===== config.mk =====
export PLATFORM = sky130hd
export DESIGN_NAME = mcle_ptr_mem
export DESIGN_NICKNAME = d
export VERILOG_FILES = /design/src/hdl/mcle_pkg.sv /design/src/hdl/mcle_ptr_mem.sv
export SDC_FILE = /design/constraint.sdc
export NUM_CORES = 1
export LEC_CHECK = 0
export ABC_AREA = 0
export BUFFER_PORTS_ARGS = -buffer_cell sky130_fd_sc_hd__buf_2
export CAP_MARGIN = 15
export CORE_MARGIN = 3
export CORE_UTILIZATION = 56
export CTS_BUF_LIST = sky130_fd_sc_hd__clkbuf_16
export CTS_CLUSTER_DIAMETER = 50
export DETAILED_ROUTE_END_ITERATION = 8
export GPL_TIMING_DRIVEN = 0
export HOLD_SLACK_MARGIN = 0.03
export PLACE_DENSITY = 0.81
export REMOVE_ABC_BUFFERS = 1
export SYNTH_ARGS = -nofsm -noshare
export SYNTH_HDL_FRONTEND = slang
export SYNTH_SLANG_ARGS = --single-unit

===== constraint.sdc =====
create_clock -name i_clk -period 3.5 [get_ports i_clk]
set_input_delay 0.35 -clock i_clk [delete_from_list [all_inputs] [get_ports i_clk]]
set_output_delay 0.35 -clock i_clk [all_outputs]
set_load 0.02 [all_outputs]

===== src/hdl/mcle_pkg.sv =====
// Package for the multi-console line editor.
// Holds key codes, opcodes, read status codes, default sizes and the result type.
// No dependencies.
`default_nettype none

package mcle_pkg;

    // default sizes for the top level parameters
    localparam int DEF_BUF_DEPTH    = 128;
    localparam int DEF_NUM_CONSOLES = 4;

    // item opcodes
    localparam logic [1:0] OP_KEY   = 2'd0;
    localparam logic [1:0] OP_READ  = 2'd1;
    localparam logic [1:0] OP_WRITE = 2'd2;

    // read status codes
    localparam logic [2:0] RS_NONE  = 3'd0;
    localparam logic [2:0] RS_BYTE  = 3'd1;
    localparam logic [2:0] RS_LINE  = 3'd2;
    localparam logic [2:0] RS_EOF   = 3'd3;
    localparam logic [2:0] RS_EMPTY = 3'd4;

    // key codes
    localparam logic [7:0] KEY_NUL    = 8'h00;
    localparam logic [7:0] KEY_CTRL_B = 8'h02;
    localparam logic [7:0] KEY_CTRL_D = 8'h04;
    localparam logic [7:0] KEY_CTRL_F = 8'h06;
    localparam logic [7:0] KEY_CTRL_H = 8'h08;
    localparam logic [7:0] KEY_LF     = 8'h0A;
    localparam logic [7:0] KEY_CR     = 8'h0D;
    localparam logic [7:0] KEY_CTRL_P = 8'h10;
    localparam logic [7:0] KEY_CTRL_T = 8'h14;
    localparam logic [7:0] KEY_CTRL_U = 8'h15;
    localparam logic [7:0] KEY_DEL    = 8'h7F;

    localparam logic [7:0] ERASE_MAX  = 8'hFF;

    // one result item
    typedef struct packed {
        logic       echo_valid;
        logic [7:0] echo_char;
        logic [7:0] erase_count;
        logic [2:0] read_status;
        logic [7:0] read_char;
        logic       line_ready;
    } t_result;

endpackage

`default_nettype wire


===== src/hdl/mcle_ptr_mem.sv =====
// Per-console pointer memory: read, commit and edit pointers packed in one entry.
// Registered read; per-entry valid bits make unwritten entries read as zero.
// Uses mcle_pkg.
`default_nettype none

module mcle_ptr_mem
    import mcle_pkg::*;
#(
    parameter int NUM_CONSOLES = DEF_NUM_CONSOLES,
    parameter int ENT_W        = 24,
    localparam int CW          = (NUM_CONSOLES > 1) ? $clog2(NUM_CONSOLES) : 1
) (
    input  wire logic             i_clk,
    input  wire logic             i_rst_n,
    input  wire logic [CW-1:0]    i_raddr,
    output logic      [ENT_W-1:0] o_rdata,
    input  wire logic             i_we,
    input  wire logic [CW-1:0]    i_waddr,
    input  wire logic [ENT_W-1:0] i_wdata
);

    logic [ENT_W-1:0]        r_mem [NUM_CONSOLES];
    logic [NUM_CONSOLES-1:0] r_vld;
    logic [ENT_W-1:0]        r_q;
    logic                    r_q_vld;

    // storage and registered read
    always_ff @(posedge i_clk) begin
        if (i_we) begin
            r_mem[i_waddr] <= i_wdata;
        end
        r_q <= r_mem[i_raddr];
    end

    // valid bits, cleared by reset
    always_ff @(posedge i_clk) begin
        if (!i_rst_n) begin
            r_vld   <= '0;
            r_q_vld <= 1'b0;
        end else begin
            if (i_we) begin
                r_vld[i_waddr] <= 1'b1;
            end
            r_q_vld <= r_vld[i_raddr];
        end
    end

    assign o_rdata = r_q_vld ? r_q : '0;

endmodule

`default_nettype wire


# After elaboration in Yosys (flattened, before gate mapping)
# Memories as Yosys holds them, arrays and structs flattened. A register that Yosys moved wholly into a read port is not among the register bits.
# Cells that the tools add are included.
# classes
n_eq_ne,0
n_shift,0
magnitude_cmp,3
n_addsub,0
div,0
reduce_logical,1
mux,7
mul,0
bitwise_logic,1
# ops
op,count
$mux 24,1
$lt 2x3->1 const B,2
$mux 1,4
$or 4x4->4,1
$bmux 1 s2,1
$demux 1 s2,1
$ge 2x1->1 const B,1
$logic_and 1x1->1,1
# word_totals
latch_bits,0
word_cells,15
rom_bits,0
out_inout_bits,24
memories,1
ram_bits,96
register_bits,5
# mem_list
memory,words,word_bits,rd,rd_clocked_by_memory_dff,write_ports,line_no,text
r_mem,4,24,1,1,1,mcle_ptr_mem.sv:22,logic [ENT_W-1:0] r_mem [NUM_CONSOLES];

# Longest topological paths before layout
# Gate-level depths: netlist of the first run.
# logic_depth
ltp_word,5
mapped_depth,4

# Worst setup path after synthesis of the first run
# OpenSTA, ideal clock, no wires.
# synth_timing
kind,input-to-reg
from,in i_waddr[0]
to,"mem r_mem[0][0], enable pin"
path_stages,1
path_slack_ps,825
t_required_ps,3057
arrival_ps,2232
path_buffers,0
cell_sequence,nor3b_1
# synth_lines
element,line_no,text
from (decl),mcle_ptr_mem.sv:18,"input wire logic [CW-1:0] i_waddr,"
to (decl),mcle_ptr_mem.sv:22,
# No word-level cell before the write port.

# Final worst setup path of the first run
# layout_timing
from,reg r_q_vld
to,out o_rdata[0]
# layout_between
elab_chain_cells,1
# layout_lines
element,line_no,text
from (decl),mcle_ptr_mem.sv:25,logic r_q_vld;
from (signal assigned),mcle_ptr_mem.sv:44,r_q_vld <= r_vld[i_raddr];
$mux 24,mcle_ptr_mem.sv:48,assign o_rdata = r_q_vld ? r_q : '0;
to (decl),mcle_ptr_mem.sv:16,"output logic [ENT_W-1:0] o_rdata,"
# No other way between the ends.

==> impl_metrics.env, run 1 <==
export IMPL_status="completed"
export IMPL_rows=31
export IMPL_report_final_slew_viol_count=0
export IMPL_cts_root_buf="clkbuf_16"
export IMPL_route_detailed_drc=0
export IMPL_async_flop_share_pct=0
export IMPL_drive_gt1_share_pct=37.6
export IMPL_ctsHoldBuffers=0
export IMPL_dp_cells=341
export IMPL_timing_final_crit_share_pct=56.2
export IMPL_synth_ff_type="edfxtp_1"
export IMPL_synthTopCellsByCount="edfxtp_1, dfxtp_1, and2_1"
export IMPL_gp_congestion=0.676
export IMPL_dp_slack_ns=1.58
export IMPL_pwr_share_comb_pct=4.1
export IMPL_start_kind="flop"
export IMPL_ys_seq_area_share_pct=79.7
export IMPL_totalWireLength_um=7130
export IMPL_ios=55
export IMPL_fillCellCount=446
export IMPL_seq_power_share_pct=49.0
export IMPL_critPathRequiredTime_ns=3.15
export IMPL_worstPathMaxFanout=24
export IMPL_path_class="reg2out"
export IMPL_synth_warning_count=0
export IMPL_synth_area_per_cell_um2=22.7
export IMPL_cts_tree="yes"
export IMPL_critPathSlowestCell="dfxtp_1"
export IMPL_final_area_um2=5310
export IMPL_grt_max_degree=26
export IMPL_min_path_type="in2reg"
export IMPL_switchingPower_uw=646
export IMPL_arrival_ns=1.62
export IMPL_via_count=1998
export IMPL_relSlewSlack_pct=43.0
export IMPL_cts_htree_levels=4
export IMPL_cts_inserted_buffers=17
export IMPL_portBuffers=54
export IMPL_rsz0062_at_grt="false"
export IMPL_endpoint_kind="output pin"
export IMPL_first_iter_violations=106
export IMPL_worst_slack_ns=1.53
export IMPL_clkSlewWorstSetupHoldPaths_ns=0.05
export IMPL_clock_path_buffers=2
export IMPL_max_stage_delay_ns=0.77
export IMPL_p_leak_nw=1.99
export IMPL_vias_per_cell=5.36
export IMPL_skew_ns=0.00424
export IMPL_finalPower_mw=3.50
export IMPL_multi_input_area_um2=805
export IMPL_n_antenna_cell=0
export IMPL_hpwlAfterDp_um=4390
export IMPL_core_area_um2=7370
export IMPL_gr_total_overflow=0
export IMPL_maxCapViolations=0
export IMPL_grtUsageTotal_pct=18.5
export IMPL_fin_cells=373
export IMPL_max_freq_mhz=508
export IMPL_ir_drop_v=0.000476
export IMPL_p_sw_share_pct=18.5
export IMPL_powerDensity_nw_per_um2=658
export IMPL_setup_violations=0
export IMPL_cts_resized=0
export IMPL_crit_chain="and2_1 -> buf_2"
export IMPL_grt_pass1_wl_um=11500
export IMPL_place_area_um2=4750
export IMPL_synth_seq_cells=125
export IMPL_max_slew_worst_pin_slew_ns=0.852
export IMPL_regArea_um2=3460
export IMPL_firstDrtPassIters=4
export IMPL_fin_hold_ws_ns=0.161
export IMPL_synth_top_area_cell="edfxtp_1"
export IMPL_area_growth_pct=22.3
export IMPL_cts_sinks=125
export IMPL_postSynthCellCount=191
export IMPL_dieArea_um2=8850
export IMPL_ys_types=13
export IMPL_p_clk_share_pct=46.9
export IMPL_synth_edf_count=96
export IMPL_fin_crit_ns=1.97
export IMPL_cts_setup_buffers=0
export IMPL_yosys_area_top_type_share_pct=66.4
export IMPL_synth_top_cells_by_area="edfxtp_1, dfxtp_1, mux4_2"
export IMPL_num_nets_final=292
export IMPL_die_y_um=94.1
export IMPL_synth_most_common_cell="edfxtp_1"
export IMPL_p_int_mw=2.85
export IMPL_wire_per_inst_um=19.1
export IMPL_grt_pass1_vias=2220
export IMPL_syn_area_um2=4340
export IMPL_fin_tns_setup_ns=0
export IMPL_start_util_pct=58.9
export IMPL_die_x_um=94.1
export IMPL_antenna_found_initial=0
export IMPL_insertion_delay_ns=0.40
export IMPL_fin_util_pct=72.1
export IMPL_hold_viol_final=0
export IMPL_postRouteAntennaNets=0
==> power by group through the flow <==
stage	clock network (mW)	logic, mW	registers (mW)
floorplan	0	0.0751	1.73
global placement	0	0.131	1.74
detailed placement	0	0.146	1.74
CTS	1.67	0.148	1.71
global route	1.75	0.157	1.72
finish	1.64	0.144	1.71
==> flip-flops by register name (all words and copies together) (netlist names) <==
register / flops
r_vld: 4
r_q_vld: 1
r_mem: 96
r_q: 24
==> routing by layer <==
metal / GRT usage, % / vias up / part of all wire (%)
met1: 22.3 / 1020 / 39
met4: 6.86 / 0 / 1.8
li1: - / 906 / -
met2: 30.1 / 56 / 54
met5: 0 / - / 0
met3: 7.61 / 16 / 5.7
==> layout by cell type (no fill, tap or decap) <==
master and instances:
edfxtp_1 96, buf_2 54, dfxtp_1 29, and2_1 25
mux4_2 20, clkbuf_16 17, mux4_1 5, clkinv_1 5
o21a_1 4, inv_1 4, clkinv_2 3, bufinv_16 3
buf_8 3, and3b_1 2, nor3b_2 1, and3_1 1
buf_6 1, buf_16 1
==> logic make-up (layout without fill, tap and decap cells) <==
logic type	count (synthesis)	in the layout	share of synthesized area, %
AOI/OAI and AO/OA	4	4	0.691
muxes	25	25	13.4
and+or+nand+nor	29	29	4.32
DFF	125	125	79.7
buffers and inverters	8	91	1.84
==> cell type report <==
class / count / share of cell area [%]
multi-input combinational: 58 / 15.2
tap: 99 / 2.33
sequential: 125 / 65.2
clock inverter: 15 / 2.62
clock buffer: 17 / 8.01
timing repair buffer: 59 / 6.67
==> final timing paths <==
check	from	end	slack [ns]	depth (start not counted)
hold / removal	i_wdata[2]	r_mem[0][2]	0.16	1
setup reg to reg	r_vld[3]	r_q_vld	2.47	2
hold reg to reg	r_vld[0]	r_vld[0]	0.47	1
setup / recovery	r_q_vld	o_rdata[0]	1.53	2
==> worst max-delay path, delay by kind of cell, from the launching register on <==
family                 cells  cell delay, ns
flip-flops                 1            0.77
AND/OR/NAND/NOR            1            0.26
buffers and inverters      1            0.18
No activity file was read; power rests on OpenSTA's default activity.
==> run 2, diff against run 1 <==
clock period = 2 ns   (was 3.5 ns; I/O delays follow)
==> impl_metrics.env, run 2 (synthesis gave the netlist of run 1 again) <==
export IMPL_worst_r2r_setup_slack_ns=0.96
export IMPL_finalPower_mw=6.17
export IMPL_grtUsageTotal_pct=19.6
export IMPL_top_regs="r_mem x96, r_q x24, r_vld x4"
export IMPL_die_x_um=94.1
export IMPL_clkSlewWorstSetupHoldPaths_ns=0.05
export IMPL_min_path_type="in2reg"
export IMPL_cts_htree_levels=4
export IMPL_report_final_slew_viol_count=0
export IMPL_gr_usage_met1_pct=24.5
export IMPL_max_slew_worst_pin_slew_ns=0.913
export IMPL_cts_root_buf="clkbuf_16"
export IMPL_relSlewSlack_pct=38.8
export IMPL_endpoint_kind="output pin"
export IMPL_cts_inserted_buffers=17
export IMPL_hpwlAfterDp_um=4390
export IMPL_grt_pass1_vias=2291
export IMPL_dp_cells=341
export IMPL_timing_final_crit_share_pct=79.4
export IMPL_area_growth_pct=27.8
export IMPL_path_class="reg2out"
export IMPL_final_common_cell="edfxtp_1"
export IMPL_fin_util_pct=75.3
export IMPL_worst_slack_ns=0.412
export IMPL_critPathRequiredTime_ns=1.80
export IMPL_ff2ff_path_depth=1
export IMPL_num_nets_final=316
export IMPL_largest_reg_flops=96
export IMPL_dieArea_um2=8850
export IMPL_final_area_um2=5550
export IMPL_clock_path_buffers=2
export IMPL_grt_max_degree=26
export IMPL_grt_pass1_wl_um=12200
export IMPL_gr_total_overflow=0
export IMPL_firstDrtPassIters=4
export IMPL_cts_tree="yes"
export IMPL_fin_crit_ns=1.59
export IMPL_gp_congestion=0.676
export IMPL_route_detailed_drc=0
export IMPL_antenna_found_initial=0
export IMPL_max_freq_mhz=630
export IMPL_insertion_delay_ns=0.40
export IMPL_ir_drop_v=0.000829
export IMPL_status="completed"
export IMPL_wire_per_inst_um=19.9
export IMPL_maxCapViolations=0
export IMPL_p_leak_nw=2.10
export IMPL_vias_per_cell=5.29
export IMPL_drive_gt1_share_pct=34.9
export IMPL_start_util_pct=58.9
export IMPL_final_cell_mix="edfxtp_1, buf_2, dfxtp_1, and2_1, dlygate4sd3_1"
export IMPL_ios=55
export IMPL_grtUsageMet3_pct=7.29
export IMPL_arrival_ns=1.39
export IMPL_postRouteAntennaNets=0
export IMPL_holdPathStages=2
export IMPL_met2_usage_pct=31.9
export IMPL_regMostFlops="r_mem"
export IMPL_cts_sinks=125
export IMPL_setup_violations=0
export IMPL_core_area_um2=7370
export IMPL_worstPathMaxFanout=24
export IMPL_die_y_um=94.1
export IMPL_n_antenna_cell=0
export IMPL_grt_busiest_layer="met2"
export IMPL_powerDensity_nw_per_um2=1110
export IMPL_fin_cells=397
export IMPL_totalWireLength_um=7900
export IMPL_rows=31
export IMPL_skew_ns=0.00458
export IMPL_place_area_um2=4750
export IMPL_first_iter_violations=110
export IMPL_hold_viol_final=0
export IMPL_via_count=2101
export IMPL_rsz0062_at_grt="false"
export IMPL_start_kind="flop"
export IMPL_dp_slack_ns=0.228
export IMPL_portBuffers=54
export IMPL_cts_setup_buffers=0
[run 2: cell types whose count changed in the layout (fill, tap and decap cells not counted), sizes merged]
cell         before  now
dlygate4sd3       0   24
[run 2: routing by layer]
metal,vias up,part of all wire [%]
met1,1064,41
met2,65,53
met4,0,1.6
met3,13,4.6
li1,959,-
met5,-,0
[run 2: final timing paths]
kind | start | to
min | i_rst_n | r_vld[3]
max | r_q_vld | o_rdata[0]
max reg2reg | r_mem[2][3] | r_q[3]
min reg2reg | r_vld[1] | r_vld[1]
[run 2: stage by stage]
stage               TNS, ns  hold WS, ns
floorplan            -12.95        0.299
global placement     -47.89        0.410
detailed placement        0        0.418
CTS                       0       0.0634
global route              0       0.0774
finish                    0       0.0900
[run 2: repair_timing]
action,CTS,global route
endpoints found under the setup margin,0,2
hold buffers,24,0
resized for setup,0,1
endpoints found under the hold margin,96,0
[run 2: report_power, final]
group | switching [mW] | internal (mW)
clock | 0.974 | 1.90
combinational | 0.139 | 0.155
sequential | 0.0420 | 2.96
[run 2: worst max-delay path, stage by stage (launching register included)]
cell     delay (ns)
dfxtp_2        0.57
and2_1         0.23
buf_2          0.19
[run 2: final cells by class]
cell class	count	area, um2
clock buffers	17	425
clock inverters	15	139
fillers	420	1820
multi-input cells	58	805
flip-flops and latches	125	3460
well taps	99	124
repair buffers	83	594
