File: src/hdl/mcle_pkg.sv
// Package for the multi-console line editor.
// Holds key codes, opcodes, read status codes, default sizes and the result type.
// No dependencies.
`default_nettype none

package mcle_pkg;

    // default sizes for the top level parameters
    localparam int DEF_BUF_DEPTH    = 128;
    localparam int DEF_NUM_CONSOLES = 4;

    // item opcodes
    localparam logic [1:0] OP_KEY   = 2'd0;
    localparam logic [1:0] OP_READ  = 2'd1;
    localparam logic [1:0] OP_WRITE = 2'd2;

    // read status codes
    localparam logic [2:0] RS_NONE  = 3'd0;
    localparam logic [2:0] RS_BYTE  = 3'd1;
    localparam logic [2:0] RS_LINE  = 3'd2;
    localparam logic [2:0] RS_EOF   = 3'd3;
    localparam logic [2:0] RS_EMPTY = 3'd4;

    // key codes
    localparam logic [7:0] KEY_NUL    = 8'h00;
    localparam logic [7:0] KEY_CTRL_B = 8'h02;
    localparam logic [7:0] KEY_CTRL_D = 8'h04;
    localparam logic [7:0] KEY_CTRL_F = 8'h06;
    localparam logic [7:0] KEY_CTRL_H = 8'h08;
    localparam logic [7:0] KEY_LF     = 8'h0A;
    localparam logic [7:0] KEY_CR     = 8'h0D;
    localparam logic [7:0] KEY_CTRL_P = 8'h10;
    localparam logic [7:0] KEY_CTRL_T = 8'h14;
    localparam logic [7:0] KEY_CTRL_U = 8'h15;
    localparam logic [7:0] KEY_DEL    = 8'h7F;

    localparam logic [7:0] ERASE_MAX  = 8'hFF;

    // one result item
    typedef struct packed {
        logic       echo_valid;
        logic [7:0] echo_char;
        logic [7:0] erase_count;
        logic [2:0] read_status;
        logic [7:0] read_char;
        logic       line_ready;
    } t_result;

endpackage

`default_nettype wire

File: src/hdl/mcle_ctrl.sv
// Sequencer of the line editor: takes an item, reads the console's pointers,
// edits or reads the line store, writes back and holds the result item.
// Uses mcle_pkg; drives mcle_ptr_mem and mcle_line_mem.
`default_nettype none

module mcle_ctrl
    import mcle_pkg::*;
#(
    parameter int BUF_DEPTH    = DEF_BUF_DEPTH,
    parameter int NUM_CONSOLES = DEF_NUM_CONSOLES,
    localparam int PW          = $clog2(2 * BUF_DEPTH),
    localparam int SW          = $clog2(BUF_DEPTH),
    localparam int CW          = (NUM_CONSOLES > 1) ? $clog2(NUM_CONSOLES) : 1,
    localparam int EW          = 3 * PW,
    localparam int AW          = CW + SW
) (
    input  wire logic          i_clk,
    input  wire logic          i_rst_n,
    // item input
    input  wire logic          i_in_valid,
    output logic               o_in_stall,
    input  wire logic [1:0]    i_opcode,
    input  wire logic [7:0]    i_data_char,
    input  wire logic [1:0]    i_console_index,
    input  wire logic          i_first_of_read,
    // result output
    output logic               o_out_valid,
    input  wire logic          i_out_stall,
    output t_result            o_result,
    output logic      [1:0]    o_active_now,
    // pointer memory
    output logic      [CW-1:0] o_ptr_raddr,
    input  wire logic [EW-1:0] i_ptr_rdata,
    output logic               o_ptr_we,
    output logic      [CW-1:0] o_ptr_waddr,
    output logic      [EW-1:0] o_ptr_wdata,
    // line store
    output logic      [AW-1:0] o_line_raddr,
    input  wire logic [7:0]    i_line_rdata,
    output logic               o_line_we,
    output logic      [AW-1:0] o_line_waddr,
    output logic      [7:0]    o_line_wdata
);

    localparam int PMOD = 2 * BUF_DEPTH;

    // sequencer states
    localparam logic [2:0] S_IDLE  = 3'd0;
    localparam logic [2:0] S_LOAD  = 3'd1;
    localparam logic [2:0] S_EXEC  = 3'd2;
    localparam logic [2:0] S_RDATA = 3'd3;
    localparam logic [2:0] S_KILL  = 3'd4;
    localparam logic [2:0] S_DONE  = 3'd5;

    // pointer arithmetic modulo twice the ring depth
    function automatic logic [PW-1:0] f_inc(input logic [PW-1:0] p);
        return (p == PW'(PMOD - 1)) ? '0 : p + PW'(1);
    endfunction

    function automatic logic [PW-1:0] f_dec(input logic [PW-1:0] p);
        return (p == '0) ? PW'(PMOD - 1) : p - PW'(1);
    endfunction

    function automatic logic [SW-1:0] f_slot(input logic [PW-1:0] p);
        logic [PW-1:0] q;
        q = (p >= PW'(BUF_DEPTH)) ? p - PW'(BUF_DEPTH) : p;
        return q[SW-1:0];
    endfunction

    function automatic logic [PW:0] f_used(input logic [PW-1:0] e, input logic [PW-1:0] r);
        logic [PW:0] s;
        s = {1'b0, e} + (PW+1)'(PMOD) - {1'b0, r};
        if (s >= (PW+1)'(PMOD)) begin
            s = s - (PW+1)'(PMOD);
        end
        return s;
    endfunction

    logic [2:0]    r_state,    n_state;
    logic [CW-1:0] r_active,   n_active;
    logic [1:0]    r_op,       n_op;
    logic [7:0]    r_char,     n_char;
    logic [CW-1:0] r_con,      n_con;
    logic          r_in_range, n_in_range;
    logic          r_first,    n_first;
    logic [PW-1:0] r_rd,       n_rd;
    logic [PW-1:0] r_cm,       n_cm;
    logic [PW-1:0] r_ed,       n_ed;
    logic [7:0]    r_cnt,      n_cnt;
    t_result       r_res,      n_res;
    t_result       r_out,      n_out;
    logic [1:0]    r_out_act,  n_out_act;
    logic          r_out_valid, n_out_valid;

    logic          in_accept;
    logic          idx_ok;
    logic [PW:0]   used_now;
    logic [7:0]    key_store;
    logic [PW-1:0] ed_next;
    logic          commit;
    logic [PW-1:0] kill_ed;
    logic [7:0]    cnt_inc;

    assign in_accept = i_in_valid && (r_state == S_IDLE);
    assign idx_ok    = ({30'b0, i_console_index} < 32'(NUM_CONSOLES));

    // helpers for key storage and the kill-line walk
    assign used_now  = f_used(r_ed, r_rd);
    assign key_store = (r_char == KEY_CR) ? KEY_LF : r_char;
    assign ed_next   = f_inc(r_ed);
    assign commit    = (key_store == KEY_LF) || (key_store == KEY_CTRL_D) ||
                       (f_used(ed_next, r_rd) == (PW+1)'(BUF_DEPTH));
    assign kill_ed   = f_dec(r_ed);
    assign cnt_inc   = (r_cnt == ERASE_MAX) ? r_cnt : r_cnt + 8'd1;

    // next-state logic
    always_comb begin
        n_state     = r_state;
        n_active    = r_active;
        n_op        = r_op;
        n_char      = r_char;
        n_con       = r_con;
        n_in_range  = r_in_range;
        n_first     = r_first;
        n_rd        = r_rd;
        n_cm        = r_cm;
        n_ed        = r_ed;
        n_cnt       = r_cnt;
        n_res       = r_res;
        n_out       = r_out;
        n_out_act   = r_out_act;
        n_out_valid = r_out_valid && i_out_stall;

        o_ptr_raddr  = r_con;
        o_ptr_we     = 1'b0;
        o_ptr_waddr  = r_con;
        o_ptr_wdata  = {r_rd, r_cm, r_ed};
        o_line_raddr = {r_con, f_slot(r_rd)};
        o_line_we    = 1'b0;
        o_line_waddr = {r_con, f_slot(r_ed)};
        o_line_wdata = key_store;

        unique case (r_state)
            S_IDLE: begin
                // keys go to the active console, reads and writes name theirs
                if (i_opcode == OP_KEY) begin
                    o_ptr_raddr = r_active;
                end else begin
                    o_ptr_raddr = CW'(i_console_index);
                end
                if (in_accept) begin
                    n_op       = i_opcode;
                    n_char     = i_data_char;
                    n_con      = o_ptr_raddr;
                    n_in_range = (i_opcode == OP_KEY) || idx_ok;
                    n_first    = i_first_of_read;
                    n_res      = '0;
                    n_state    = S_LOAD;
                end
            end
            S_LOAD: begin
                n_rd    = i_ptr_rdata[3*PW-1:2*PW];
                n_cm    = i_ptr_rdata[2*PW-1:PW];
                n_ed    = i_ptr_rdata[PW-1:0];
                n_state = S_EXEC;
            end
            S_EXEC: begin
                n_state = S_DONE;
                unique case (r_op)
                    OP_KEY: begin
                        case (r_char) inside
                            KEY_CTRL_U: begin
                                // start the walk at the character before the edit point
                                o_line_raddr = {r_con, f_slot(kill_ed)};
                                n_cnt        = '0;
                                if (r_ed != r_cm) begin
                                    n_state = S_KILL;
                                end
                            end
                            KEY_CTRL_H, KEY_DEL: begin
                                if (r_ed != r_cm) begin
                                    o_ptr_we          = 1'b1;
                                    o_ptr_wdata       = {r_rd, r_cm, kill_ed};
                                    n_res.erase_count = 8'd1;
                                end
                            end
                            KEY_CTRL_B: begin
                                n_active = (r_active == '0) ? CW'(NUM_CONSOLES - 1)
                                                            : r_active - CW'(1);
                            end
                            KEY_CTRL_F: begin
                                n_active = (r_active == CW'(NUM_CONSOLES - 1)) ? '0
                                                            : r_active + CW'(1);
                            end
                            KEY_NUL, KEY_CTRL_P, KEY_CTRL_T: begin
                                // consumed without effect
                            end
                            default: begin
                                // store and echo when the ring has room
                                if (used_now < (PW+1)'(BUF_DEPTH)) begin
                                    o_line_we        = 1'b1;
                                    o_ptr_we         = 1'b1;
                                    o_ptr_wdata      = {r_rd, commit ? ed_next : r_cm, ed_next};
                                    n_res.echo_valid = 1'b1;
                                    n_res.echo_char  = key_store;
                                    n_res.line_ready = commit;
                                end
                            end
                        endcase
                    end
                    OP_READ: begin
                        if (!r_in_range || r_rd == r_cm) begin
                            n_res.read_status = RS_EMPTY;
                        end else begin
                            n_state = S_RDATA;
                        end
                    end
                    OP_WRITE: begin
                        if (r_in_range && r_con == r_active) begin
                            n_res.echo_valid = 1'b1;
                            n_res.echo_char  = r_char;
                        end
                    end
                    default: begin
                        // unknown opcode: empty result
                    end
                endcase
            end
            S_RDATA: begin
                n_state     = S_DONE;
                o_ptr_wdata = {f_inc(r_rd), r_cm, r_ed};
                if (i_line_rdata == KEY_CTRL_D) begin
                    // end of file; the Ctrl-D stays unless this is the first byte
                    n_res.read_status = RS_EOF;
                    o_ptr_we          = r_first;
                end else begin
                    o_ptr_we          = 1'b1;
                    n_res.read_status = (i_line_rdata == KEY_LF) ? RS_LINE : RS_BYTE;
                    n_res.read_char   = i_line_rdata;
                end
            end
            S_KILL: begin
                // i_line_rdata is the character just before r_ed
                if (i_line_rdata == KEY_LF) begin
                    o_ptr_we          = 1'b1;
                    n_res.erase_count = r_cnt;
                    n_state           = S_DONE;
                end else begin
                    n_ed  = kill_ed;
                    n_cnt = cnt_inc;
                    if (kill_ed == r_cm) begin
                        o_ptr_we          = 1'b1;
                        o_ptr_wdata       = {r_rd, r_cm, kill_ed};
                        n_res.erase_count = cnt_inc;
                        n_state           = S_DONE;
                    end else begin
                        o_line_raddr = {r_con, f_slot(f_dec(kill_ed))};
                    end
                end
            end
            S_DONE: begin
                // hand the result to the output register once it is free
                if (!r_out_valid || !i_out_stall) begin
                    n_out       = r_res;
                    n_out_act   = 2'(r_active);
                    n_out_valid = 1'b1;
                    n_state     = S_IDLE;
                end
            end
            default: begin
                n_state = S_IDLE;
            end
        endcase
    end

    // control registers
    always_ff @(posedge i_clk) begin
        if (!i_rst_n) begin
            r_state     <= S_IDLE;
            r_active    <= '0;
            r_out_valid <= 1'b0;
        end else begin
            r_state     <= n_state;
            r_active    <= n_active;
            r_out_valid <= n_out_valid;
        end
    end

    // working and payload registers
    always_ff @(posedge i_clk) begin
        r_op       <= n_op;
        r_char     <= n_char;
        r_con      <= n_con;
        r_in_range <= n_in_range;
        r_first    <= n_first;
        r_rd       <= n_rd;
        r_cm       <= n_cm;
        r_ed       <= n_ed;
        r_cnt      <= n_cnt;
        r_res      <= n_res;
        r_out      <= n_out;
        r_out_act  <= n_out_act;
    end

    assign o_in_stall   = (r_state != S_IDLE);
    assign o_out_valid  = r_out_valid;
    assign o_result     = r_out;
    assign o_active_now = r_out_act;

endmodule

`default_nettype wire

File: config.mk
export PLATFORM = sky130hd
export DESIGN_NAME = mcle_ctrl
export DESIGN_NICKNAME = d
export VERILOG_FILES = /design/src/hdl/mcle_pkg.sv /design/src/hdl/mcle_ctrl.sv
export SDC_FILE = /design/constraint.sdc
export NUM_CORES = 1
export LEC_CHECK = 0
export BUFFER_PORTS_ARGS = -buffer_cell sky130_fd_sc_hd__buf_2
export CORE_MARGIN = 2
export CORE_UTILIZATION = 37
export CTS_CLUSTER_DIAMETER = 120
export DETAILED_ROUTE_END_ITERATION = 10
export PLACE_DENSITY_LB_ADDON = 0.3
export SKIP_CTS_REPAIR_TIMING = 1
export SYNTH_ARGS = -nofsm -noshare
export SYNTH_HDL_FRONTEND = slang
export SYNTH_SLANG_ARGS = --single-unit
File: constraint.sdc
create_clock -name i_clk -period 5.5 [get_ports i_clk]
set_input_delay 1.1 -clock i_clk [delete_from_list [all_inputs] [get_ports i_clk]]
set_output_delay 1.1 -clock i_clk [all_outputs]
set_load 0.1 [all_outputs]
[Yosys cells after proc, flatten, opt, wreduce, memory -nomap -nowiden]
Cells that the tools add are included.
Cells by class
  multiplexer cells: 100
  bitwise logic cells: 2
  shift operators: 0
  multiply operators: 0
  magnitude comparators: 7
  reduce and logical (&&, ||, !) cells: 35
  equal/unequal tests: 53
  div/mod/pow operators: 0
  add/subtract/negate cells: 17
Operators with widths (count)
  $mux W8: 21
  $mux W16: 7
  $mux W9: 9
  $pmux W24 S3: 1
  $mux W7: 8
  $pmux W8 S2: 3
  $pmux W9 S2: 2
  $eq A8 B4 Y1 const B: 4
  $ge A8 B8 Y1 const B: 4
  $mux W29: 1
  $sub A7 B1 Y7 const B: 4
  $mux W1: 26
  $ne A2 B2 Y1 const B: 13
  $add A8 B1 Y8 const B: 3
  $eq A8 B3 Y1 const B: 3
  $eq A8 B5 Y1 const B: 3
  $eq A8 B8 Y1 const B: 3
  $logic_not A8 Y1: 3
  $ne A3 B3 Y1 const B: 8
  $pmux W8 S3: 1
  $mux W3: 7
  $add A8 B9 Y9 const B: 2
  $ge A9 B9 Y1 const B: 2
  $pmux W3 S6: 1
  other kinds (42): 75
Storage, ports and cells
  bits in writable memories: 0
  bits in latches: 0
  register bits after elaboration: 111
  bits in read-only memories: 0
  memories: 0
  output and inout bits: 89
  input bits: 49
  logic and storage cells: 238

[Logic depth before layout (Yosys ltp)]
Gate-level depths: netlist of run 1.
  depth after elaboration: 17
  depth in mapped cells: 16
  gate-level depth less buffers: 13

[Worst setup path after synthesis of run 1]
Ideal clock, no wire load.
  path kind: register -> output
  from: register r_ed[0]
  to: output port o_line_raddr[4]
  arrival time: 5.634 ns
  buffers on the path: 3
  data required time: 4.400 ns
  cell stages (with the launch flop): 14
  slack: -1.234 ns
  path through: edfxtp_1 > buf_2 > clkbuf_1 > inv_1 > ha_1 > nor3b_1 > a221oi_2 > xnor2_1 > a221o_1 > or4_1 > buf_2 > nor2b_1 > and2_1 > a311oi_1
Between the ends
  cells in the longest elaborated chain, start to end: 9
  elaborated cells between the ends (all ways): 18
  classes of those cells: add/sub (4); order compare (2); eq/ne (1); mux (9); reduce/logical (2)
Ends and longest elaborated chain
  start, declared: RTL line mcle_ctrl.sv:88  | logic [PW-1:0] r_ed, n_ed;
  start signal, assigned: RTL line mcle_ctrl.sv:298  | r_ed <= n_ed;
  $sub A8 B1 Y8 / $logic_not A8 Y1 (equally long branches): RTL line mcle_ctrl.sv:61  | return (p == '0) ? PW'(PMOD - 1) : p - PW'(1);
  $mux W8 (*): RTL line mcle_ctrl.sv:61
  $sub A8 B1 Y8 / $logic_not A8 Y1 (equally long branches): RTL line mcle_ctrl.sv:61
  $mux W8: RTL line mcle_ctrl.sv:61
  $sub A7 B1 Y7 / $ge A8 B8 Y1 (equally long branches): RTL line mcle_ctrl.sv:66  | q = (p >= PW'(BUF_DEPTH)) ? p - PW'(BUF_DEPTH) : p;
  $mux W7: RTL line mcle_ctrl.sv:66
  $mux W7: RTL line mcle_ctrl.sv:251  | if (kill_ed == r_cm) begin
  $mux W7: RTL line mcle_ctrl.sv:244  | if (i_line_rdata == KEY_LF) begin
  $pmux W7 S2 (*): RTL line mcle_ctrl.sv:143  | unique case (r_state)
  end, declared: RTL line mcle_ctrl.sv:38  | output logic [AW-1:0] o_line_raddr,
Mark *: on every way between the ends. The rest lies on a longest branch, timed or not.

[Final worst setup path of run 1]
  from: register r_ed[1]
  to: output port o_line_raddr[5]
Same word-level chain as after synthesis.

==> results.sh, run 1 <==
export IMPL_pre_cts_ws_ns=0.3963
export IMPL_slew_viol_final=0
export IMPL_synth_fp_nets=758
export IMPL_final_layout_size_suffix_gt1_frac=0.2615
export IMPL_route_met3_wl_um=1208
export IMPL_finalWirelength_um=18850
export IMPL_layout_common_cells="128 x buf_2, 105 x edfxtp_1, 70 x nand2_1"
export IMPL_clkTransAtPathRegs_ns=0.08
export IMPL_row_count=49
export IMPL_critPathKind="flip-flop to output pin"
export IMPL_grt_pass1_wl_um=29150
export IMPL_port_buffers=137
export IMPL_worst_setup_path_start_kind="flip-flop"
export IMPL_cpPeakStageDelay_ns=0.57
export IMPL_fin_ws_ns=0.2094
export IMPL_min_period_over_period=0.9619
export IMPL_power_density_nw_per_um2=448.2
export IMPL_drt_met1_wl_um=8346
export IMPL_slew_headroom=0.3708
export IMPL_grt_antenna_before_repair=1
export IMPL_finalNetCount=875
export IMPL_r2r_end="r_res[16]$_DFFE_PP_"
export IMPL_fin_area_um2=8187
export IMPL_cts_max_path_buffers=2
export IMPL_seq_area_frac_synth=0.4785
export IMPL_highest_layer="met4"
export IMPL_dp_cells=1019
export IMPL_grt_ovfl_total=0
export IMPL_p_leak_nw=3.187
export IMPL_maxCapViolCount=0
export IMPL_numCtsBuffers=9
export IMPL_antenna_left=0
export IMPL_synth_area_um2=6840
export IMPL_die_area_um2=19590
export IMPL_layout_cells_most_common="buf_2"
export IMPL_htreeDepth=3
export IMPL_synth_warnings=0
export IMPL_hold_viol=0
export IMPL_clockRootBuffer="clkbuf_16"
export IMPL_clock_insertion_delay_worst_skew_ns=0.36
export IMPL_p_int_mw=1.895
export IMPL_seq_power_share=0.329
export IMPL_drc=0
export IMPL_worst_r2r_cell_count=11
export IMPL_critPathMaxFanout=11
export IMPL_via_per_inst=5.423
export IMPL_syn_inst=686
export IMPL_holdPathStages=0
export IMPL_status="complete, no violations"
export IMPL_clockPowerShare=0.184
export IMPL_start_util=0.3795
export IMPL_syn2layout_area_growth_pct=19.68
export IMPL_ys_ff_latch=111
export IMPL_drt_pass1_iter_count=5
export IMPL_dpl_hpwl_um=14350
export IMPL_crit_buf_inv=3
export IMPL_hold_path_startpoint="r_res[17]$_DFFE_PP_"
export IMPL_cts_sinks=111
export IMPL_r2r_start="r_ed[1]$_DFFE_PP_"
export IMPL_setup_viol=0
export IMPL_wl_per_cell_um=18.18
export IMPL_hold_path_class="flip-flop to flip-flop"
export IMPL_power_total_mw=3.669
export IMPL_vias=5624
export IMPL_synth_cell_types=73
export IMPL_hold_ws_ns=0.4212
export IMPL_grt_start_max_net_pins=34
export IMPL_fin_cells=1037
export IMPL_grt_util_all_layers=0.1913
export IMPL_combPwrFrac=0.486
export IMPL_die_width_um=140.0
export IMPL_die_height_um=140.0
export IMPL_cp_data_arrival_time_ns=4.19
export IMPL_gp_routability_congestion=0.9187
export IMPL_fmax_ghz=0.1890
export IMPL_first_global_vias=5285
export IMPL_placed_area_um2=7818
export IMPL_async_flop_share=0
export IMPL_drtIter0Drc=429
export IMPL_cp_cell_sequence="inv_1, ha_1, nor3b_1, buf_4, a221oi_4, xnor2_1, a221o_1, or4_4, nor2b_2, and2_1, a311oi_2, buf_12"
export IMPL_syn_avg_cell_area_um2=9.971
export IMPL_min_period_ns=5.291
export IMPL_critPathSlowestCell="or4_4"
export IMPL_ir_drop_mv=0.3831
export IMPL_fin_skew_ns=0.009299
export IMPL_met2WireLength_um=8919
export IMPL_swShare=0.4836
export IMPL_ys_flop_type="edfxtp_1"
export IMPL_p_sw_mw=1.775
export IMPL_hold_path_end="o_result[17]$_DFFE_PP_"
export IMPL_cts_tree="built"
export IMPL_synth_edf_count=105
export IMPL_cp_required_ns=4.40
export IMPL_r2r_slack_ns=1.81
export IMPL_io_pins=138
export IMPL_core_um2=18020
export IMPL_fillers=1775
export IMPL_endpoint_kind="output pin"
export IMPL_worst_pin_slew_ns=0.9418
export IMPL_crit_family="simple AND/OR/NAND/NOR gates"
[power groups by stage]
stage / Combinational [mW] / Sequential (mW) / Clock, mW
after global placement: 1.75 / 1.22 / 0
after detailed placement: 1.75 / 1.23 / 0
after CTS: 1.76 / 1.21 / 0.693
after floorplan: 1.36 / 1.22 / 0
after global routing: 1.90 / 1.22 / 0.726
final: 1.78 / 1.21 / 0.676
[logic make-up after synthesis]
family          share of synthesized area
simple gates                       0.1860
buf+inv                           0.05725
mux                               0.02250
fa+ha+maj                         0.04463
flops                              0.4785
compound gates                     0.1483
xor+xnor                          0.06274
[area by class of cell]
type | instances | area [um2] | area share
repair buffers | 162 | 945.9 | 0.1155
clock buffers | 9 | 225.2 | 0.02751
multi-input cells | 490 | 3268 | 0.3992
clock inverters | 6 | 76.32 | 0.009323
diodes | 1 | 2.502 | 0.0003057
well taps | 229 | 286.5 | 0.03500
flip-flops and latches | 111 | 3273 | 0.3998
inverters | 29 | 108.9 | 0.01330
[flip-flops by register name, indices dropped and copies added (netlist names)]
| register | flops |
|---|---|
| r_active | 2 |
| r_op | 2 |
| r_res | 29 |
| r_cnt | 8 |
| r_first | 1 |
| o_out_valid | 1 |
| o_ptr_waddr | 2 |
| o_active_now | 2 |
| r_cm | 8 |
| r_state | 3 |
| r_rd | 8 |
| r_ed | 8 |
| r_char | 8 |
| o_result | 29 |
[worst max path at each step]
stage,startpoint,endpoint,depth (start not counted)
6_report,r_ed[1]$_DFFE_PP_,o_line_raddr[5],12
5_1_grt,r_ed[1]$_DFFE_PP_,o_ptr_wdata[8],13
4_1_cts,r_ed[1]$_DFFE_PP_,o_ptr_wdata[10],14
3_5_place_dp,r_ed[1]$_DFFE_PP_,o_ptr_wdata[10],14
3_3_place_gp,r_ed[0]$_DFFE_PP_,o_ptr_wdata[7],12
2_1_floorplan,r_ed[0]$_DFFE_PP_,o_line_raddr[5],13
[per-layer routing]
metal,GRT usage,vias to the layer above
li1,-,2739
met1,0.2583,2649
met2,0.3114,213
met3,0.03966,23
met4,0.05842,0
met5,0,-
[per-stage QoR]
stage / setup TNS (ns) / utilization
detailed placement: 0 / 0.4337
global route: -0.2124 / 0.4542
CTS: -0.06070 / 0.4504
floorplan: -0.3899 / -
finish: 0 / 0.4542
global placement: 0 / 0.4337
[cell usage after synthesis, drive strengths merged (3+ instances only)]
cell type | n | area, um2
or2 | 3 | 18.77
mux2 | 11 | 123.9
nand4 | 9 | 56.30
a21boi | 4 | 30.03
nor3 | 13 | 76.33
clkbuf | 30 | 113.9
o2111ai | 3 | 26.28
or4 | 5 | 37.54
nor2 | 53 | 201.5
xnor2 | 27 | 236.5
and2 | 15 | 93.84
dfxtp | 6 | 120.1
a211oi | 4 | 30.03
o21ai | 40 | 200.2
a311oi | 4 | 35.03
nor4 | 8 | 65.06
buf | 26 | 168.9
o221ai | 5 | 43.79
nand3 | 29 | 145.1
and3 | 15 | 93.84
nand2 | 70 | 262.8
inv | 29 | 108.9
nor2b | 11 | 68.82
xor2 | 22 | 192.7
o211ai | 4 | 30.03
ha | 22 | 275.3
o21a | 4 | 30.03
a21oi | 31 | 158.9
edfxtp | 105 | 3153
mux2i | 3 | 30.03
nand2b | 11 | 68.82
a31oi | 12 | 75.07
o31ai | 11 | 82.58
Note: power is estimated with default switching activity, not from simulation.
==> run 2, diff against run 1 <==
--- a/config.mk
+++ b/config.mk
@@ -11,6 +11,7 @@
 export CTS_CLUSTER_DIAMETER = 120
 export DETAILED_ROUTE_END_ITERATION = 10
 export PLACE_DENSITY_LB_ADDON = 0.3
+export RECOVER_POWER = 100
 export SKIP_CTS_REPAIR_TIMING = 1
 export SYNTH_ARGS = -nofsm -noshare
 export SYNTH_HDL_FRONTEND = slang
==> run 2 against run 1 <==
The run now ends with capacitance limit, slew limit left. Register-to-register slack lost 0.23 ns. Clock-buffer cell count unchanged. Sequential cell count stayed put.
==> results.sh, run 2 (same netlist as run 1, synthesis figures left out) <==
export IMPL_status="finished with violations"
export IMPL_violations="capacitance limit, slew limit"
export IMPL_cp_data_arrival_time_ns=4.24
export IMPL_core_um2=18020
export IMPL_fin_skew_ns=0.009116
export IMPL_crit_buf_inv=3
export IMPL_cts_sinks=111
export IMPL_finalWirelength_um=18920
export IMPL_worst_setup_path_start_kind="flip-flop"
export IMPL_cts_tree="built"
export IMPL_layout_cells_most_common="edfxtp_1"
export IMPL_cts_max_path_buffers=2
export IMPL_first_global_vias=5285
export IMPL_final_layout_size_suffix_gt1_frac=0.1660
export IMPL_vias=5645
export IMPL_slew_headroom=-0.8405
export IMPL_layout_common_cells="105 x edfxtp_1, 73 x clkbuf_1, 70 x nand2_1"
export IMPL_crit_family="simple AND/OR/NAND/NOR gates"
export IMPL_fin_ws_ns=0.1567
export IMPL_via_per_inst=5.449
export IMPL_die_width_um=140.0
export IMPL_grt_ovfl_total=0
export IMPL_hold_viol=0
export IMPL_clockRootBuffer="clkbuf_16"
export IMPL_start_util=0.3795
export IMPL_worst_r2r_cell_count=11
export IMPL_regArea_um2=3273
export IMPL_r2r_end="r_res[16]$_DFFE_PP_"
export IMPL_p_leak_nw=2.961
export IMPL_path_depth=12
export IMPL_row_count=49
export IMPL_die_height_um=140.0
export IMPL_cpPeakStageDelay_ns=0.57
export IMPL_wl_per_cell_um=18.27
export IMPL_holdPathStages=0
export IMPL_placed_area_um2=7818
export IMPL_antenna_left=0
export IMPL_hold_ws_ns=0.4212
export IMPL_htreeDepth=3
export IMPL_gp_routability_congestion=0.9187
export IMPL_fin_setup_tns_ns=0
export IMPL_syn2layout_area_growth_pct=17.65
export IMPL_fillers=1825
export IMPL_port_buffers=137
export IMPL_multi_input_area_um2=3253
export IMPL_power_density_nw_per_um2=452.3
export IMPL_min_period_ns=5.343
export IMPL_critPathKind="flip-flop to output pin"
export IMPL_pre_cts_ws_ns=0.3963
export IMPL_endpoint_kind="output pin"
export IMPL_slew_viol_final=66
export IMPL_drt_pass1_iter_count=5
export IMPL_hold_path_class="flip-flop to flip-flop"
export IMPL_io_pins=138
export IMPL_critPathSlowestCell="or4_4"
export IMPL_power_total_mw=3.640
export IMPL_grt_antenna_before_repair=0
export IMPL_fmax_ghz=0.1871
export IMPL_cp_required_ns=4.40
export IMPL_dpl_hpwl_um=14350
export IMPL_maxCapViolCount=2
export IMPL_cp_cell_sequence="inv_1, ha_1, nor3b_1, buf_4, a221oi_4, xnor2_1, a221o_1, or4_4, or2_1, a31oi_1, o21ai_1, clkbuf_2"
export IMPL_r2r_slack_ns=1.58
export IMPL_crit_end="o_ptr_wdata[3]"
export IMPL_r2r_start="r_ed[1]$_DFFE_PP_"
export IMPL_setup_viol=0
export IMPL_critPathMaxFanout=13
export IMPL_fin_area_um2=8048
export IMPL_crit_start="r_ed[1]$_DFFE_PP_"
export IMPL_grt_util_all_layers=0.1913
export IMPL_drc=0
export IMPL_finalNetCount=875
export IMPL_worst_pin_slew_ns=2.761
export IMPL_grt_start_max_net_pins=34
export IMPL_min_period_over_period=0.9715
export IMPL_diodes=0
export IMPL_drtIter0Drc=485
export IMPL_numCtsBuffers=9
export IMPL_fin_cells=1036
export IMPL_ir_drop_mv=0.3744
export IMPL_clock_insertion_delay_worst_skew_ns=0.36
export IMPL_clkTransAtPathRegs_ns=0.08
export IMPL_dp_cells=1019
export IMPL_die_area_um2=19590
export IMPL_final_core_util=0.4465
export IMPL_grt_pass1_wl_um=29150
## run 2: report_power, final
part	total (mW)	switching (mW)	internal [mW]	leakage (nW)
Sequential	1.21	0.125	1.09	1.04
Combinational	1.75	1.34	0.419	1.78
Clock	0.676	0.316	0.360	0.149
## run 2: layer usage
metal / part of all wire / vias to the layer above / routed length [um] / global-route usage
li1: - / 2738 / - / -
met5: 0 / - / 0 / 0
met3: 0.073 / 27 / 1389 / 0.03966
met1: 0.44 / 2649 / 8294 / 0.2583
met2: 0.46 / 231 / 8775 / 0.3114
met4: 0.025 / 0 / 464 / 0.05842
## run 2: how the worst min path moves through the flow
stage                            start                endpoint  slack, ns
2_1_floorplan   r_res[0]$_SDFFCE_PN0P_   o_result[0]$_DFFE_PP_       0.40
3_3_place_gp    r_res[5]$_SDFFCE_PN0P_   o_result[5]$_DFFE_PP_       0.40
3_5_place_dp       r_res[17]$_DFFE_PP_  o_result[17]$_DFFE_PP_       0.40
4_1_cts        r_res[25]$_SDFFCE_PN0P_  o_result[25]$_DFFE_PP_       0.42
5_1_grt        r_res[25]$_SDFFCE_PN0P_  o_result[25]$_DFFE_PP_       0.43
6_report           r_res[17]$_DFFE_PP_  o_result[17]$_DFFE_PP_       0.42
## run 2: final cells by class
class,count,area share
clock inverter,6,0.009484
sequential,111,0.4067
tap,229,0.03560
clock buffer,9,0.02799
inverter,29,0.01353
multi-input combinational,490,0.4042
timing repair buffer,162,0.1025
## run 2: worst reg2reg max path, stage by stage (launching register included)
cell and delay, ns:
edfxtp_1 0.51, inv_1 0.18, ha_1 0.27, nor3b_1 0.15
buf_4 0.20, a221oi_4 0.44, xnor2_1 0.10, a221o_1 0.27
or4_4 0.57, nor2b_2 0.26, nor3_1 0.21, clkbuf_1 0.40
